$ cat src/rtl/bts_pkg.sv
// ----------------------------------------------------------------------------
// bts_pkg
// shared types, constants and the deletion table of the thinning subpass core
// ----------------------------------------------------------------------------
`default_nettype none

package bts_pkg;

   localparam int MAX_WIDTH  = 1024;
   localparam int MAX_HEIGHT = 1024;

   localparam int ADDR_W = $clog2(MAX_WIDTH);
   localparam int COL_W  = $clog2(MAX_WIDTH + 1);
   localparam int ROW_W  = $clog2(MAX_HEIGHT + 1);

   localparam int DIR_W   = 2;
   localparam int WIDTH_W = 11;
   localparam int CNT_W   = 21;
   localparam int MAP_W   = 9;

   localparam logic [CNT_W-1:0] COUNT_MAX = {CNT_W{1'b1}};

   // csr register indexes
   localparam logic CSR_DIRECTION   = 1'b0;
   localparam logic CSR_IMAGE_WIDTH = 1'b1;

   localparam logic [DIR_W-1:0]   DIRECTION_RESET = '0;
   localparam logic [WIDTH_W-1:0] WIDTH_RESET     = 11'd1024;

   // neighbor that must be background: north, south, west, east
   localparam logic [MAP_W-1:0] DIR_MASK [4] = '{9'o200, 9'o002, 9'o040, 9'o010};

   // keeps the two older columns of the window when it shifts left
   localparam logic [MAP_W-1:0] SHIFT_MASK = 9'o666;

   // deletion table, entry 0 leftmost
   localparam logic [0:511] DEL_TABLE = {
      32'h0000_1373, 32'h0000_3B33, 32'h0000_00F3, 32'h0000_0033,
      32'h0000_00F3, 32'h0000_BBFF, 32'h0000_80F3, 32'h0000_BBFF,
      32'h0000_0000, 32'h0000_BB33, 32'h0000_0000, 32'h0000_0033,
      32'h0000_80F3, 32'h0000_BBFF, 32'h0000_80F3, 32'h0000_BBFF
   };

   // what the scan position says about one accepted beat
   typedef struct packed {
      logic              bot;        // effective pixel of the new bottom row
      logic              in_row;     // real column, touches the line store
      logic              first_col;  // column zero, window restarts
      logic              has_rsp;    // beat yields a result
      logic              last;       // result for the bottom-right pixel
      logic              frame_end;  // final beat of the padding row
      logic              mid_ok;     // middle row lies inside the image
      logic              top_ok;     // top row lies inside the image
      logic [ADDR_W-1:0] addr;       // line store column
   } scan_info_type;

endpackage

`default_nettype wire

$ cat src/rtl/binary_thinning_subpass_core.sv
// ----------------------------------------------------------------------------
// binary_thinning_subpass_core
// one directional subpass of neighborhood-map thinning on a raster stream
// ----------------------------------------------------------------------------
//
//  channel  ports                                   direction
//  req      req_valid req_stall req_pixel req_pad   in, one pixel beat
//  rsp      rsp_valid rsp_stall rsp_pixel_out ...   out, one result beat
//  csr      csr_write csr_index csr_data            in, register write
//
//  one beat per clock sustained unless the line store clear or rsp_stall
//  holds the flow; a beat is registered in the window stage (line store
//  read), then sits in the result register; after reset the line store is
//  swept clear over all MAX_WIDTH (1024) columns, req_stall stays high
//  meanwhile; csr writes are taken at any time; req_stall rises only during
//  that clear or when the window stage is full and the result register holds
//  a beat that rsp_stall keeps; results lag the input by one row and one pixel
// ----------------------------------------------------------------------------
`default_nettype none

module binary_thinning_subpass_core (
   input  wire logic                           clock,
   input  wire logic                           reset,
   // pixel input
   input  wire logic                           req_valid,
   output logic                                req_stall,
   input  wire logic                           req_pixel,
   input  wire logic                           req_pad,
   // result output
   output logic                                rsp_valid,
   input  wire logic                           rsp_stall,
   output logic                                rsp_pixel_out,
   output logic                                rsp_deleted,
   output logic                                rsp_last,
   output logic      [bts_pkg::CNT_W-1:0]      rsp_deletion_count,
   // register writes
   input  wire logic                           csr_write,
   input  wire logic                           csr_index,
   input  wire logic [bts_pkg::WIDTH_W-1:0]    csr_data
);

   // configuration registers
   logic [bts_pkg::DIR_W-1:0]   direction_ff, direction_in;
   logic [bts_pkg::WIDTH_W-1:0] width_ff, width_in;

   // window stage
   logic                   s1_valid_ff, s1_valid_in;
   bts_pkg::scan_info_type s1_info_ff;
   bts_pkg::scan_info_type scan_info;

   // result register
   logic                      rsp_valid_ff, rsp_valid_in;
   logic                      rsp_pixel_ff, rsp_deleted_ff, rsp_last_ff;
   logic [bts_pkg::CNT_W-1:0] rsp_count_ff;

   logic                      accept;
   logic                      advance;
   logic                      clr_busy;
   logic [1:0]                rd_data;
   logic [1:0]                wr_data;
   logic                      dec_pixel, dec_deleted;
   logic [bts_pkg::CNT_W-1:0] dec_count;

   // handshake: the window stage moves on whenever the result register
   // is empty or being emptied, result or not
   assign advance   = s1_valid_ff && (!rsp_valid_ff || !rsp_stall);
   assign req_stall = clr_busy || (s1_valid_ff && !advance);
   assign accept    = req_valid && !req_stall;

   // csr writes
   always_comb begin
      direction_in = direction_ff;
      width_in     = width_ff;
      if (csr_write) begin
         case (csr_index)
            bts_pkg::CSR_DIRECTION: begin
               direction_in = csr_data[bts_pkg::DIR_W-1:0];
            end
            bts_pkg::CSR_IMAGE_WIDTH: begin
               width_in = csr_data;
            end
            default: begin
               direction_in = direction_ff;
            end
         endcase
      end
   end

   always_ff @(posedge clock) begin
      if (reset) begin
         direction_ff <= bts_pkg::DIRECTION_RESET;
         width_ff     <= bts_pkg::WIDTH_RESET;
      end else begin
         direction_ff <= direction_in;
         width_ff     <= width_in;
      end
   end

   // raster position and per-beat flags
   bts_scan u_scan (
      .clock       (clock),
      .reset       (reset),
      .accept      (accept),
      .req_pixel   (req_pixel),
      .req_pad     (req_pad),
      .image_width (width_ff),
      .info        (scan_info)
   );

   // line store: read when the beat enters, written back when it leaves
   // the window stage; consecutive real columns never share an address
   bts_line_mem u_line_mem (
      .clock   (clock),
      .reset   (reset),
      .rd_en   (accept && scan_info.in_row),
      .rd_addr (scan_info.addr),
      .rd_data (rd_data),
      .wr_en   (advance && s1_info_ff.in_row),
      .wr_addr (s1_info_ff.addr),
      .wr_data (wr_data),
      .busy    (clr_busy)
   );

   // window, decision and running count
   bts_decide u_decide (
      .clock     (clock),
      .reset     (reset),
      .advance   (advance),
      .info      (s1_info_ff),
      .rd_data   (rd_data),
      .direction (direction_ff),
      .pixel_out (dec_pixel),
      .deleted   (dec_deleted),
      .count     (dec_count),
      .wr_data   (wr_data)
   );

   // stage valid flags
   always_comb begin
      s1_valid_in = s1_valid_ff;
      if (accept) begin
         s1_valid_in = 1'b1;
      end else if (advance) begin
         s1_valid_in = 1'b0;
      end

      rsp_valid_in = rsp_valid_ff;
      if (advance) begin
         rsp_valid_in = s1_info_ff.has_rsp;
      end else if (!rsp_stall) begin
         rsp_valid_in = 1'b0;
      end
   end

   always_ff @(posedge clock) begin
      if (reset) begin
         s1_valid_ff  <= 1'b0;
         rsp_valid_ff <= 1'b0;
      end else begin
         s1_valid_ff  <= s1_valid_in;
         rsp_valid_ff <= rsp_valid_in;
      end
   end

   // payload registers
   always_ff @(posedge clock) begin
      if (accept) begin
         s1_info_ff <= scan_info;
      end
      if (advance) begin
         rsp_pixel_ff   <= dec_pixel;
         rsp_deleted_ff <= dec_deleted;
         rsp_last_ff    <= s1_info_ff.last;
         rsp_count_ff   <= dec_count;
      end
   end

   assign rsp_valid          = rsp_valid_ff;
   assign rsp_pixel_out      = rsp_pixel_ff;
   assign rsp_deleted        = rsp_deleted_ff;
   assign rsp_last           = rsp_last_ff;
   assign rsp_deletion_count = rsp_count_ff;

endmodule

`default_nettype wire

$ cat src/rtl/bts_scan.sv
// ----------------------------------------------------------------------------
// bts_scan
// raster position tracking: column, row and padding row detection
// ----------------------------------------------------------------------------
`default_nettype none

module bts_scan (
   input  wire logic                              clock,
   input  wire logic                              reset,
   input  wire logic                              accept,
   input  wire logic                              req_pixel,
   input  wire logic                              req_pad,
   input  wire logic [bts_pkg::WIDTH_W-1:0]       image_width,
   output bts_pkg::scan_info_type                 info
);

   logic [bts_pkg::COL_W-1:0] col_ff, col_in;
   logic [bts_pkg::ROW_W-1:0] row_ff, row_in;
   logic                      row_pad_ff, row_pad_in;

   logic [31:0]               width_raw;
   logic [bts_pkg::COL_W-1:0] width_eff;
   logic [bts_pkg::COL_W-1:0] col_cl;
   logic                      row_pad_now;
   logic                      in_row;

   always_comb begin
      width_raw = 32'(image_width);
      if (width_raw == 32'd0) begin
         width_eff = bts_pkg::COL_W'(1);
      end else if (width_raw > 32'(bts_pkg::MAX_WIDTH)) begin
         width_eff = bts_pkg::COL_W'(bts_pkg::MAX_WIDTH);
      end else begin
         width_eff = width_raw[bts_pkg::COL_W-1:0];
      end

      // a column past the width acts as the padding column
      col_cl = (col_ff > width_eff) ? width_eff : col_ff;
      in_row = (col_cl < width_eff);

      if (col_cl == '0) begin
         row_pad_now = req_pad || (32'(row_ff) >= 32'(bts_pkg::MAX_HEIGHT));
      end else begin
         row_pad_now = row_pad_ff;
      end

      info.bot       = in_row && !row_pad_now && !req_pad && req_pixel;
      info.in_row    = in_row;
      info.first_col = (col_cl == '0);
      info.has_rsp   = (row_ff != '0) && (col_cl != '0);
      info.last      = row_pad_now && (col_cl == width_eff);
      info.frame_end = row_pad_now && !in_row;
      info.mid_ok    = (row_ff != '0);
      info.top_ok    = (32'(row_ff) >= 32'd2);
      info.addr      = col_cl[bts_pkg::ADDR_W-1:0];

      col_in     = col_ff;
      row_in     = row_ff;
      row_pad_in = row_pad_ff;
      if (accept) begin
         row_pad_in = row_pad_now;
         if (!in_row) begin
            col_in = '0;
            if (row_pad_now) begin
               row_in     = '0;
               row_pad_in = 1'b0;
            end else if (32'(row_ff) < 32'(bts_pkg::MAX_HEIGHT)) begin
               row_in = row_ff + bts_pkg::ROW_W'(1);
            end
         end else begin
            col_in = col_cl + bts_pkg::COL_W'(1);
         end
      end
   end

   always_ff @(posedge clock) begin
      if (reset) begin
         col_ff     <= '0;
         row_ff     <= '0;
         row_pad_ff <= 1'b0;
      end else begin
         col_ff     <= col_in;
         row_ff     <= row_in;
         row_pad_ff <= row_pad_in;
      end
   end

endmodule

`default_nettype wire

$ cat src/rtl/bts_line_mem.sv
// ----------------------------------------------------------------------------
// bts_line_mem
// line store holding two earlier rows per column, cleared after reset
// ----------------------------------------------------------------------------
`default_nettype none

module bts_line_mem (
   input  wire logic                         clock,
   input  wire logic                         reset,
   input  wire logic                         rd_en,
   input  wire logic [bts_pkg::ADDR_W-1:0]   rd_addr,
   output logic      [1:0]                   rd_data,
   input  wire logic                         wr_en,
   input  wire logic [bts_pkg::ADDR_W-1:0]   wr_addr,
   input  wire logic [1:0]                   wr_data,
   output logic                              busy
);

   logic [1:0] mem [bts_pkg::MAX_WIDTH];

   logic                       clr_busy_ff, clr_busy_in;
   logic [bts_pkg::ADDR_W-1:0] clr_addr_ff, clr_addr_in;
   logic [1:0]                 rd_data_ff;

   always_comb begin
      clr_busy_in = clr_busy_ff;
      clr_addr_in = clr_addr_ff;
      if (clr_busy_ff) begin
         clr_addr_in = clr_addr_ff + bts_pkg::ADDR_W'(1);
         if (32'(clr_addr_ff) == bts_pkg::MAX_WIDTH - 1) begin
            clr_busy_in = 1'b0;
         end
      end
   end

   always_ff @(posedge clock) begin
      if (reset) begin
         clr_busy_ff <= 1'b1;
         clr_addr_ff <= '0;
      end else begin
         clr_busy_ff <= clr_busy_in;
         clr_addr_ff <= clr_addr_in;
      end
   end

   always_ff @(posedge clock) begin
      if (clr_busy_ff) begin
         mem[clr_addr_ff] <= 2'b00;
      end else if (wr_en) begin
         mem[wr_addr] <= wr_data;
      end
   end

   always_ff @(posedge clock) begin
      if (rd_en) begin
         rd_data_ff <= mem[rd_addr];
      end
   end

   assign rd_data = rd_data_ff;
   assign busy    = clr_busy_ff;

endmodule

`default_nettype wire

$ cat src/rtl/bts_decide.sv
// ----------------------------------------------------------------------------
// bts_decide
// 3x3 window, deletion decision and saturating deletion count
// ----------------------------------------------------------------------------
`default_nettype none

module bts_decide (
   input  wire logic                         clock,
   input  wire logic                         reset,
   input  wire logic                         advance,
   input  wire bts_pkg::scan_info_type       info,
   input  wire logic [1:0]                   rd_data,
   input  wire logic [bts_pkg::DIR_W-1:0]    direction,
   output logic                              pixel_out,
   output logic                              deleted,
   output logic      [bts_pkg::CNT_W-1:0]    count,
   output logic      [1:0]                   wr_data
);

   logic [bts_pkg::MAP_W-1:0] window_ff, window_in;
   logic [bts_pkg::CNT_W-1:0] total_ff, total_in;

   logic                      top, mid;
   logic [bts_pkg::MAP_W-1:0] column;
   logic                      center;
   logic                      del;

   always_comb begin
      mid    = info.in_row && info.mid_ok && rd_data[0];
      top    = info.in_row && info.top_ok && rd_data[1];
      column = {2'b00, top, 2'b00, mid, 2'b00, info.bot};

      if (info.first_col) begin
         window_in = column;
      end else begin
         window_in = ((window_ff << 1) & bts_pkg::SHIFT_MASK) | column;
      end

      center = window_in[4];
      del    = center && ((window_in & bts_pkg::DIR_MASK[direction]) == '0)
               && bts_pkg::DEL_TABLE[window_in];

      count = total_ff;
      if (del && (total_ff != bts_pkg::COUNT_MAX)) begin
         count = total_ff + bts_pkg::CNT_W'(1);
      end
      total_in = info.frame_end ? '0 : count;

      pixel_out = center && !del;
      deleted   = del;
      wr_data   = {mid, info.bot};
   end

   always_ff @(posedge clock) begin
      if (reset) begin
         window_ff <= '0;
         total_ff  <= '0;
      end else if (advance) begin
         window_ff <= window_in;
         total_ff  <= total_in;
      end
   end

endmodule

`default_nettype wire
$ cat config.mk
export PLATFORM = sky130hd
export DESIGN_NAME = binary_thinning_subpass_core
export DESIGN_NICKNAME = d
export VERILOG_FILES = /design/src/rtl/bts_pkg.sv /design/src/rtl/binary_thinning_subpass_core.sv /design/src/rtl/bts_scan.sv /design/src/rtl/bts_line_mem.sv /design/src/rtl/bts_decide.sv
export SDC_FILE = /design/constraint.sdc
export NUM_CORES = 2
export LEC_CHECK = 0
export BUFFER_PORTS_ARGS = -buffer_cell sky130_fd_sc_hd__buf_2
export CAP_MARGIN = 10
export CELL_PAD_IN_SITES_DETAIL_PLACEMENT = 1
export CELL_PAD_IN_SITES_GLOBAL_PLACEMENT = 2
export CORE_MARGIN = 2
export CORE_UTILIZATION = 45
export CTS_CLUSTER_SIZE = 8
export DETAILED_ROUTE_END_ITERATION = 6
export HOLD_SLACK_MARGIN = 0.05
export MAX_ROUTING_LAYER = met4
export PLACE_DENSITY = 0.76
export SETUP_SLACK_MARGIN = 0.5
export SLEW_MARGIN = 20
export SYNTH_ARGS = -nofsm -noshare
export SYNTH_HDL_FRONTEND = slang
export SYNTH_HIERARCHICAL = 1
export SYNTH_SLANG_ARGS = --single-unit
$ cat constraint.sdc
create_clock -name clock -period 29 [get_ports clock]
set_input_delay 1.45 -clock clock [delete_from_list [all_inputs] [get_ports clock]]
set_output_delay 1.45 -clock clock [all_outputs]
set_load 0.1 [all_outputs]
==> results by group <==
Status
  – Status: completed

Floorplanning
  – Die Ht: approximately 450 um
  – Initial Utilization: 0.454
  – Rows: 164
  – I/O pins: 45
  – Core Region: about 200000 um2
  – Total die area: 206000 um2
  – Die X: roughly 450 um

Clocking
  – CTS resizes: 0
  – H-Tree Depth: 5
  – Hold_buf cts: 0
  – Num CTS Buffers: 321
  – CTS tree: done
  – Root Driver: clkbuf_16
  – Worst skew pair latency: between 0.9 and 1 ns
  – Clock Path Buffers: 4
  – CTS Sinks: between 2000 and 2500
  – Setup bufs post-CTS: 0
  – Clk slew on worst S/H paths: 0.05 ns

Yosys
  – Avg Synthesized Cell Area: approximately 16 um2
  – Top FF cell, synth: edfxtp_1
  – Most common cell in the netlist: edfxtp_1
  – Synth unique cells: 96
  – Yosys reg bits: about 2200
  – Sequential-to-total area share from yosys stat: 0.708
  – Area fraction of the dominant cell type after synthesis: 0.691
  – Synth top area cells: edfxtp_1, mux4_2, nor2_1
  – Number of synthesized flops with an enable pin: 2092
  – Net count after synthesis: between 5000 and 6000
  – Synth warn: 6
  – FFs w/ async S/R, synth: 0
  – Yosys top cell by area: edfxtp_1
  – Post-synth top cells: edfxtp_1, nor2_1, mux4_2
  – Mapped Area: 90900 um2
  – Cells after Synth: 5632

Hold path
  – Worst hold path stage count: 2
  – Hold crit path type: reg2reg

Place
  – IO Port Bufs: 44
  – DP HPWL: 151 mm
  – Routability Congestion: approximately 0.83

Cells and area
  – Area occupied by multi-input gates: ~24000 um2
  – NumNets Final: between 5000 and 6000
  – Sequential Area: ~64000 um2
  – Area Growth Syn to Fin: 12.2%
  – Filler instances: ~19000
  – Fraction of layout cells with a size suffix above 1: 0.179

Setup path
  – R2R cell count: 20
  – Startpoint Class: flop
  – CP most frequent cell: nand2_1
  – CP top delay family: buffers and inverters
  – Critical Path Stages: 20
  – Worst setup EP type: flop
  – Worst path required time: 29.66 ns
  – Bufs and invs on worst path: 5
  – Critical path fanouts, max: between 100 and 150
  – Slowest library cell on the worst path: buf_4
  – Critical path class: reg2reg
  – Arrival @ worst endpoint: approximately 9.3 ns
  – CP max stage delay: 0.88 ns
  – CP cell instances: inv_1 > nand2_1 > ha_1 > a21oi_1 > o21ai_1 > a2111o_1 > nand2_1 > mux2i_1 > inv_8 > buf_12 > buf_4 > buf_4 > mux4_2 > mux4_2 > nand2_1 > o211ai_1 > o211ai_2 > nor4_1 > a31oi_1 > o2111ai_1

Drt
  – Initial DRC count: just over 6000
  – 1st-pass router iterations: 5
  – Vias per inst: between 6 and 7
  – DRT Wirelength: 269 mm
  – Routed Antenna Nets: 0
  – DRC errors left: 0
  – WL per Instance: between 30 and 40 um
  – Via count: ~53000

Power and ir drop
  – LEAKAGE: between 0.03 and 0.04 uW
  – Cell area power density: between 60 and 70 nW/um2
  – VDD IR max: between 0.00006 and 0.00007 V

STA
  – Max Freq: between 0.1 and 0.15 GHz
  – # setup viols final: 0
  – Max-slew violations: 0
  – Fin Clk Skew: between 0.05 and 0.06 ns
  – Setup TNS: 0 ns
  – Relative slew slack: 0.100
  – Final min period: roughly 8.6 ns
  – Worst-Margin Slew: ~1.3 ns
  – Hold_ws: slightly below 0.5 ns
  – Hold Violations, Final: 0
  – Tcrit/Tclk final: 0.298
  – RSZ-0062 raised after global routing: false

GRT
  – Initial antenna violation count: 19
  – GRT Total Usage: 0.270
  – GR Overflow Total: 0
  – First-pass GRT wire length: between 300 and 400 mm
  – Vias in the first global route: 55145
  – Largest net degree at the start of global routing: between 200 and 250

Job
  – Max cap viols: 0
## registers in the layout (all words and copies together) (netlist names)
register,cells
direction_ff,2
u_line_mem/busy,1
u_scan/row_pad_ff,1
rsp_valid,1
u_line_mem/rd_data,2
rsp_deleted,1
u_decide/window_ff,6
width_ff,11
rsp_last,1
s1_info_ff,18
rsp_deletion_count,21
u_line_mem/mem,2048
u_scan/col_ff,11
u_line_mem/clr_addr_ff,10
s1_valid_ff,1
rsp_pixel_out,1
u_decide/total_ff,21
u_scan/row_ff,11
## report_power, final
part / switching (uW) / internal [uW]
Clock: 1260 / 2010
Combinational: 48.0 / 13.6
Sequential: 1.84 / 3390
Total: 1310 / 5410
## final cells by class
type	count	area share
repair buffers	169	0.0124
inverters	43	0.00172
clock buffers	379	0.0828
well taps	2656	0.0326
diodes	7	0.000172
flip-flops and latches	2168	0.631
clock inverters	6	0.000540
multi-input cells	2990	0.239
## final timing paths
check / slack [ns] / start / end
setup / recovery: 20.36 / width_ff[10]$_SDFFE_PP1P_ / u_line_mem/rd_data[0]$_DFFE_PP_
hold / removal: 0.49 / s1_valid_ff$_SDFFE_PP0P_ / rsp_valid$_SDFFE_PP0P_
setup reg to reg: 20.36 / width_ff[10]$_SDFFE_PP1P_ / u_line_mem/rd_data[0]$_DFFE_PP_
hold reg to reg: 0.49 / s1_valid_ff$_SDFFE_PP0P_ / rsp_valid$_SDFFE_PP0P_
## layout by cell type (no fill, tap or decap), types with 9 or more instances in the layout
master     count
mux4_2       413
o21ai_1       24
buf_4        117
nand2b_1      32
a31oi_1       31
dfxtp_1       76
nor2b_1       15
nand2_2       22
o21ai_0       59
clkbuf_16    330
or4_1         17
and2_1        10
edfxtp_1    2092
a21oi_1      126
and3_1        13
or3_1         16
mux2i_1      277
o211ai_1      28
xnor2_1       15
nand4_1       21
clkbuf_1      48
o22ai_1       61
a211oi_1      15
nand2_4       15
buf_2         44
inv_1         37
nor4_1        17
nor2_1      1114
xor2_1        13
nor3b_1       10
ha_1          29
mux4_1        10
o221ai_1      95
nor3_1        73
nand3_1       55
nand2_1      158
a221oi_1       9
a22oi_1       39
## worst min-delay path, delay by kind of cell, from the launching register on
kind | cells | cell delay (ns)
DFF | 1 | 0.33
and+or+nand+nor | 1 | 0.06
AOI/OAI and AO/OA | 1 | 0.05
## layer usage
layer	track usage	wire length [um]	vias up
met5	-	0	-
met4	0.0837	8110	0
met3	0.0412	20800	464
met2	0.423	130000	2234
met1	0.367	111000	28160
li1	-	-	21976
## through the flow
stage	util	total power, uW	worst slack (ns)	cell area [um2]	cells
2_1_floorplan	-	3480	10.87	90900	5632
3_3_place_gp	0.466	3510	20.26	93400	8023
3_5_place_dp	0.467	3510	20.36	93500	8024
4_1_cts	0.509	6780	20.33	102000	8409
5_1_grt	0.510	6890	19.79	102000	8417
6_report	0.510	6720	20.36	102000	8418
## logic make-up (layout without fill, tap and decap cells)
family | Yosys count | in the layout | synth area share
fa+ha+maj | 29 | 29 | 0.00399
buf+inv | 474 | 597 | 0.0282
compound gates | 580 | 580 | 0.0442
flops | 2168 | 2168 | 0.708
xor+xnor | 28 | 28 | 0.00270
other cells | 0 | 7 | 0
mux | 706 | 706 | 0.136
simple gates | 1647 | 1647 | 0.0768
No activity file was read; power rests on OpenSTA's default activity.
